<file path="src/hdl/ctbc_pkg.sv">
// Package with the shared widths, codes and word types of the channel traffic counter bank.
package ctbc_pkg;

  localparam int unsigned CHANNELS_DEF = 64;

  localparam int unsigned RAW_W      = 16;
  localparam int unsigned BYTES_IN_W = 40;
  localparam int unsigned TIME_W     = 32;
  localparam int unsigned CH_W       = 6;
  localparam int unsigned REQ_W      = 32;
  localparam int unsigned BYTE_W     = 48;

  typedef enum logic {
    CMD_RECORD = 1'b0,
    CMD_FLUSH  = 1'b1
  } command_e;

  typedef struct packed {
    logic [0:0]            command;
    logic [RAW_W-1:0]      raw_channel;
    logic [BYTES_IN_W-1:0] bytes_sent;
    logic [TIME_W-1:0]     now_seconds;
  } in_word_t;

  typedef struct packed {
    logic [CH_W-1:0]   channel;
    logic [REQ_W-1:0]  request_total;
    logic [BYTE_W-1:0] byte_total;
    logic [TIME_W-1:0] interval_start;
    logic [TIME_W-1:0] interval_end;
    logic              has_entry;
    logic              last;
  } out_word_t;

  // Commands from the controller to the datapath.
  typedef struct packed {
    logic rec_read;
    logic rec_write;
    logic flush_start;
    logic scan_read;
    logic scan_skip;
    logic emit_entry;
    logic emit_empty;
  } ctbc_cmd_t;

  // Status from the datapath to the controller.
  typedef struct packed {
    logic is_flush;
    logic cur_valid;
    logic rest_any;
    logic above_any;
    logic out_free;
  } ctbc_sts_t;

endpackage

</file>
<file path="src/hdl/ctbc_ctrl.sv">
// Controller state machine that sequences record updates and flush walks.
module ctbc_ctrl (
  input  logic                clk_i,
  input  logic                rst_ni,
  input  logic                in_valid_i,
  output logic                in_stall_o,
  input  ctbc_pkg::ctbc_sts_t sts_i,
  output ctbc_pkg::ctbc_cmd_t cmd_o
);
  import ctbc_pkg::*;

  localparam logic [1:0] ST_IDLE = 2'd0;
  localparam logic [1:0] ST_UPD  = 2'd1;
  localparam logic [1:0] ST_SCAN = 2'd2;
  localparam logic [1:0] ST_EMIT = 2'd3;

  logic [1:0] state_q, state_d;

  always_comb begin
    state_d = state_q;
    cmd_o   = '0;
    case (state_q)
      ST_IDLE: begin
        if (in_valid_i) begin
          if (sts_i.is_flush) begin
            cmd_o.flush_start = 1'b1;
            state_d           = ST_SCAN;
          end else begin
            cmd_o.rec_read = 1'b1;
            state_d        = ST_UPD;
          end
        end
      end
      ST_UPD: begin
        cmd_o.rec_write = 1'b1;
        state_d         = ST_IDLE;
      end
      ST_SCAN: begin
        if (!sts_i.rest_any) begin
          if (sts_i.out_free) begin
            cmd_o.emit_empty = 1'b1;
            state_d          = ST_IDLE;
          end
        end else if (sts_i.cur_valid) begin
          cmd_o.scan_read = 1'b1;
          state_d         = ST_EMIT;
        end else begin
          cmd_o.scan_skip = 1'b1;
        end
      end
      ST_EMIT: begin
        if (sts_i.out_free) begin
          cmd_o.emit_entry = 1'b1;
          state_d          = sts_i.above_any ? ST_SCAN : ST_IDLE;
        end
      end
      default: begin
        state_d = ST_IDLE;
      end
    endcase
  end

  always_ff @(posedge clk_i or negedge rst_ni) begin
    if (!rst_ni) begin
      state_q <= ST_IDLE;
    end else begin
      state_q <= state_d;
    end
  end

  assign in_stall_o = (state_q != ST_IDLE);

endmodule

</file>
<file path="config.mk">
export PLATFORM = sky130hd
export DESIGN_NAME = ctbc_ctrl
export DESIGN_NICKNAME = d
export VERILOG_FILES = /design/src/hdl/ctbc_pkg.sv /design/src/hdl/ctbc_ctrl.sv
export SDC_FILE = /design/constraint.sdc
export NUM_CORES = 1
export LEC_CHECK = 0
export BUFFER_PORTS_ARGS = -buffer_cell sky130_fd_sc_hd__buf_2
export CELL_PAD_IN_SITES_DETAIL_PLACEMENT = 1
export CELL_PAD_IN_SITES_GLOBAL_PLACEMENT = 2
export CORE_MARGIN = 8
export CORE_UTILIZATION = 20
export DETAILED_ROUTE_END_ITERATION = 10
export PLACE_DENSITY_LB_ADDON = 0.1
export SYNTH_ARGS = -nofsm -noshare
export SYNTH_HDL_FRONTEND = slang
export SYNTH_SLANG_ARGS = --single-unit
</file>
<file path="constraint.sdc">
create_clock -name clk_i -period 1.65 [get_ports clk_i]
set_input_delay 0.0825 -clock clk_i [delete_from_list [all_inputs] [get_ports clk_i]]
set_output_delay 0.0825 -clock clk_i [all_outputs]
set_load 0.03 [all_outputs]
</file>
==> results.sh, run 1 <==
export IMPL_status="finished, final reports clean"
export IMPL_timing_fmax_ghz=0.683
export IMPL_top_regs="state_q (2)"
export IMPL_io_buffers=15
export IMPL_dr_pass1_iters=2
export IMPL_n_fill_cell=169
export IMPL_insertion_delay_ns=0.23
export IMPL_dp_cells=56
export IMPL_grt_max_degree=13
export IMPL_synthFlopType="dfrtp_1"
export IMPL_syn_num_nets=36
export IMPL_final_cells=60
export IMPL_cp_slowest_cell="dfrtp_1"
export IMPL_cts_tree="yes"
export IMPL_drt_initial_drc_count=2
export IMPL_switching_power_mw=0.299
export IMPL_tightestPinTransition_ns=0.335
export IMPL_syn_inst=28
export IMPL_sw_frac_of_total=0.477
export IMPL_rr_startpoint="state_q[0]"
export IMPL_routed_wl_um=768
export IMPL_syn_area_um2=262
export IMPL_grt_pass1_vias=304
export IMPL_num_io_pins=16
export IMPL_overflow=0
export IMPL_cts_sinks=2
export IMPL_finalCriticalPeriod_ns=1.46
export IMPL_p_leak_nw=0.204
export IMPL_cp_max_fo=12
export IMPL_core_area_um2=1270
export IMPL_die_height_um=52.2
export IMPL_drive_gt1_frac=0.578
export IMPL_clockBufferDepth=2
export IMPL_grt_usage=0.0600
export IMPL_synth_top_cell_area_share=0.191
export IMPL_internal_power_mw=0.327
export IMPL_clkPwrFrac=0.174
export IMPL_synth_edf_count=0
export IMPL_htree_levels=1
export IMPL_cts_root_buffer="clkbuf_4"
export IMPL_clock_skew_ns=0.00523
export IMPL_startpoint_type="register"
export IMPL_yosysWarningCount=0
export IMPL_syn_area_per_cell_um2=9.34
export IMPL_worstSetupPathType="register to output port"
export IMPL_setup_violations=0
export IMPL_num_rows=13
export IMPL_cp_slowest_stage_delay_ns=0.48
export IMPL_areaGrowthSynthToFinish_pct=42.1
export IMPL_combPwrFrac=0.600
export IMPL_largest_register_ff_count=2
export IMPL_routabilityCongestion=0.709
export IMPL_final_max_slew_viol_count=0
export IMPL_arrival_ns=1.38
export IMPL_slew_headroom=0.777
export IMPL_cp_required_ns=1.57
export IMPL_via_per_inst=4.47
export IMPL_synth_distinct_cells=20
export IMPL_setup_tns_final_ns=0
export IMPL_async_flop_share=1.00
export IMPL_initial_utilization=0.206
export IMPL_dr_total_vias=268
export IMPL_p_seq_frac=0.227
export IMPL_wl_per_cell_um=12.8
export IMPL_hold_class="input pin to asynchronous set/reset pin"
export IMPL_vdd_drop_max_mv=0.635
export IMPL_grt_setup_unrepaired="false"
export IMPL_clkTransAtPathRegs_ns=0.03
export IMPL_final_net_count=55
export IMPL_hold_violations=0
export IMPL_largest_register="state_q"
export IMPL_path_cells="or2_4 > nor3_1 > buf_2"
export IMPL_synth_seq_area_share=0.191
export IMPL_cellPowerDensity_nw_per_um2=1680
export IMPL_synth_largest_area_cell="dfrtp_1"
export IMPL_hpwl_um=602
export IMPL_ant_nets=0
export IMPL_finalCritPeriodShare=0.888
export IMPL_worstSetupEndpointType="output port"
export IMPL_drc=0
export IMPL_die_width_um=52.2
export IMPL_grt_antenna_before_repair=0
export IMPL_dieArea_um2=2720
export IMPL_maxCapViolations=0
export IMPL_startpoint="state_q[0]"
export IMPL_synth_area_leaders="dfrtp_1, mux2i_1, and4bb_4"
export IMPL_grt_pass1_wl_um=1280
export IMPL_antenna_cells=0
export IMPL_ys_ff_latch=2
export IMPL_numCtsBuffers=3
export IMPL_synth_common_cells="inv_1, mux2i_1, nor2_1"
power groups by stage:
| stage | clock network (mW) | registers [mW] | logic, mW |
|---|---|---|---|
| finish | 0.109 | 0.142 | 0.375 |
| global route | 0.116 | 0.150 | 0.405 |
| CTS | 0.114 | 0.145 | 0.381 |
| detailed placement | 0 | 0.145 | 0.378 |
| global placement | 0 | 0.138 | 0.377 |
| floorplan | 0 | 0.0830 | 0.371 |
cells in the final DEF, fill, tap and decap left out:
master,Yosys,final
buf_2,1,15
inv_1,3,3
mux2i_1,3,3
nor2_1,3,3
clkbuf_4,0,3
nor3_1,2,2
dfrtp_1,2,2
or2_4,1,1
and4b_2,1,1
and3_1,1,1
and4bb_2,1,1
nor2b_1,1,1
and4bb_4,1,1
and2b_1,1,1
nor3b_2,1,1
nor2_4,1,1
nor3_2,1,1
mux2_4,1,1
a31oi_1,1,1
a22o_1,1,1
dlygate4sd3_1,0,1
through the flow:
stage	area, um^2	power [mW]	hold WS [ns]	util	setup slack, ns
finish	372	0.626	0.172	0.293	0.185
global placement	339	0.516	-0.132	0.267	0.251
detailed placement	339	0.523	-0.131	0.267	0.196
floorplan	262	0.454	-0.213	-	0.0853
global route	372	0.671	0.192	0.293	0.109
CTS	372	0.640	0.166	0.293	0.149
layer usage:
layer  global-route usage  wire length (um)  vias to the layer above
met5                    0                 0                        -
met4               0.0517                15                        0
met3              0.00855                39                        2
met2               0.0900               350                       11
met1               0.0726               362                      120
li1                     -                 -                      135
path summary, 6_finish.rpt:
| kind | end | slack, ns | cells past startpoint |
|---|---|---|---|
| max | cmd_o[4] | 0.19 | 3 |
| min | state_q[1] | 0.17 | 2 |
| max reg2reg | state_q[0] | 0.21 | 3 |
| min reg2reg | state_q[1] | 0.75 | 1 |
| max in group asynchronous | state_q[0] | 1.38 | 2 |
| min in group clk_i | state_q[1] | 0.28 | 4 |
cells by family (layout without fill, tap and decap cells):
kind of cell           Yosys count  in the layout  synth area share
multiplexers                     4              4             0.172
buffers and inverters            5             22             0.105
AND/OR/NAND/NOR                 15             15             0.474
flip-flops                       2              2             0.191
AO/OA/AOI/OAI                    2              2            0.0574
worst max-delay path, delay by kind of cell, from the launching register on:
family,cells,cell delay [ns]
AND/OR/NAND/NOR,2,0.46
buffers and inverters,1,0.22
flip-flops,1,0.48
layout make-up:
class	instances	area [um^2]	share of cell area
Multi-Input combinational cell	21	184	0.495
Sequential cell	2	50.0	0.135
Timing Repair Buffer	16	85.1	0.229
Tap cell	15	18.8	0.0505
Inverter	3	11.3	0.0303
Clock buffer	3	22.5	0.0606
timing repair:
| item | 4_1_cts | 5_1_grt |
|---|---|---|
| gates resized for setup | 0 | 0 |
| endpoints found under the hold margin | 2 | 0 |
| hold buffers | 1 | 0 |
| setup endpoints to repair | 0 | 0 |
| setup buffers | 0 | 0 |
No activity file was read; power rests on OpenSTA's default activity.
==> run 2: changes to the inputs <==
--- a/config.mk
+++ b/config.mk
@@ -8,7 +8,6 @@
 export BUFFER_PORTS_ARGS = -buffer_cell sky130_fd_sc_hd__buf_2
 export CELL_PAD_IN_SITES_DETAIL_PLACEMENT = 1
 export CELL_PAD_IN_SITES_GLOBAL_PLACEMENT = 2
-export CORE_MARGIN = 8
 export CORE_UTILIZATION = 20
 export DETAILED_ROUTE_END_ITERATION = 10
 export PLACE_DENSITY_LB_ADDON = 0.1
==> results.sh, run 2 (synthesis gave the netlist of run 1 again) <==
export IMPL_cellPowerDensity_nw_per_um2=1680
export IMPL_overflow=0
export IMPL_insertion_delay_ns=0.22
export IMPL_p_leak_nw=0.204
export IMPL_drt_initial_drc_count=0
export IMPL_die_width_um=38.2
export IMPL_holdWs_ns=0.174
export IMPL_antenna_cells=0
export IMPL_cp_required_ns=1.57
export IMPL_critPathTopFamily="flip-flops"
export IMPL_path_buf_inv=1
export IMPL_drc=0
export IMPL_dieArea_um2=1460
export IMPL_vdd_drop_max_mv=0.745
export IMPL_cts_tree="yes"
export IMPL_core_area_um2=1160
export IMPL_cp_slowest_cell="dfrtp_1"
export IMPL_num_io_pins=16
export IMPL_htree_levels=1
export IMPL_ant_nets=0
export IMPL_grt_antenna_before_repair=0
export IMPL_reg2reg_depth=3
export IMPL_worstSetupEndpointType="output port"
export IMPL_pre_cts_ws_ns=0.187
export IMPL_maxCapViolations=0
export IMPL_layout_common_cells="buf_2, inv_1, mux2i_1, nor2_1, clkbuf_4"
export IMPL_top_regs="state_q (2)"
export IMPL_wl_per_cell_um=11.5
export IMPL_arrival_ns=1.41
export IMPL_dp_cells=55
export IMPL_worstSetupPathDepth=3
export IMPL_status="finished, final reports clean"
export IMPL_grt_pass1_vias=268
export IMPL_cts_sinks=2
export IMPL_timing_fmax_ghz=0.672
export IMPL_io_buffers=15
export IMPL_grt_max_degree=13
export IMPL_hpwl_um=549
export IMPL_finalCritPeriodShare=0.902
export IMPL_routabilityCongestion=0.722
export IMPL_tightestPinTransition_ns=0.323
export IMPL_die_height_um=38.2
export IMPL_clock_skew_ns=0.000469
export IMPL_grt_usage=0.117
export IMPL_dpl_cell_area_um2=338
export IMPL_routed_wl_um=679
export IMPL_cts_resized_gates=0
export IMPL_hold_violations=0
export IMPL_path_cells="or2_4 > nor3_1 > buf_2"
export IMPL_totalPowerFinal_mw=0.622
export IMPL_slew_headroom=0.785
export IMPL_final_max_slew_viol_count=0
export IMPL_largest_register_ff_count=2
export IMPL_cp_slowest_stage_delay_ns=0.48
export IMPL_via_per_inst=4.54
export IMPL_largest_register="state_q"
export IMPL_dr_total_vias=268
export IMPL_fin_ws_ns=0.161
export IMPL_numCtsBuffers=3
export IMPL_areaGrowthSynthToFinish_pct=41.6
export IMPL_setup_violations=0
export IMPL_finalCriticalPeriod_ns=1.49
export IMPL_final_common_cell="buf_2"
export IMPL_worstSetupPathType="register to output port"
export IMPL_grt_pass1_wl_um=1140
export IMPL_startpoint_type="register"
export IMPL_dr_pass1_iters=1
export IMPL_hold_class="input pin to asynchronous set/reset pin"
export IMPL_initial_utilization=0.226
export IMPL_postLayoutCoreUtil=0.320
export IMPL_num_rows=12
export IMPL_cp_max_fo=12
export IMPL_clkTransAtPathRegs_ns=0.03
export IMPL_cts_root_buffer="clkbuf_4"
export IMPL_post_cts_repair_setup_buffers=0
export IMPL_final_cells=59
export IMPL_clockBufferDepth=2
export IMPL_drive_gt1_frac=0.578
export IMPL_grt_setup_unrepaired="false"
export IMPL_final_net_count=55
export IMPL_final_cell_area_um2=370
export IMPL_setup_tns_final_ns=0
## run 2: cell counts in the layout (fill, tap and decap cells not counted)
Identical to the previous run, type by type.
## run 2: layer usage
layer | global-route usage | wire length [um] | vias up
met1 | 0.129 | 283 | 125
met5 | 0 | 0 | -
met4 | 0.0536 | 6 | 0
met2 | 0.191 | 347 | 8
met3 | 0.0523 | 41 | 2
li1 | - | - | 133
## run 2: final cells by class
class | instances | area, um^2
Fill cell | 142 | 786
Multi-Input combinational cell | 21 | 184
Clock buffer | 3 | 22.5
Inverter | 3 | 11.3
Timing Repair Buffer | 16 | 85.1
Tap cell | 14 | 17.5
Sequential cell | 2 | 50.0
## run 2: final timing paths
check,start,to,slack (ns)
hold reg to reg,state_q[1],state_q[1],0.73
setup / recovery,state_q[0],cmd_o[4],0.16
setup reg to reg,state_q[0],state_q[0],0.20
hold / removal,rst_ni,state_q[1],0.17
min in group clk_i,sts_i[1],state_q[1],0.29
max in group asynchronous,rst_ni,state_q[0],1.38
## run 2: report_power, final
part | switching, mW | internal, mW
registers | 0.0664 | 0.0734
logic | 0.202 | 0.174
clock network | 0.0260 | 0.0801
total | 0.295 | 0.327
## run 2: what timing repair did
action	4_1_cts	5_1_grt
hold buffers	1	0
endpoints found under the setup margin	0	0
hold endpoints to repair	2	0
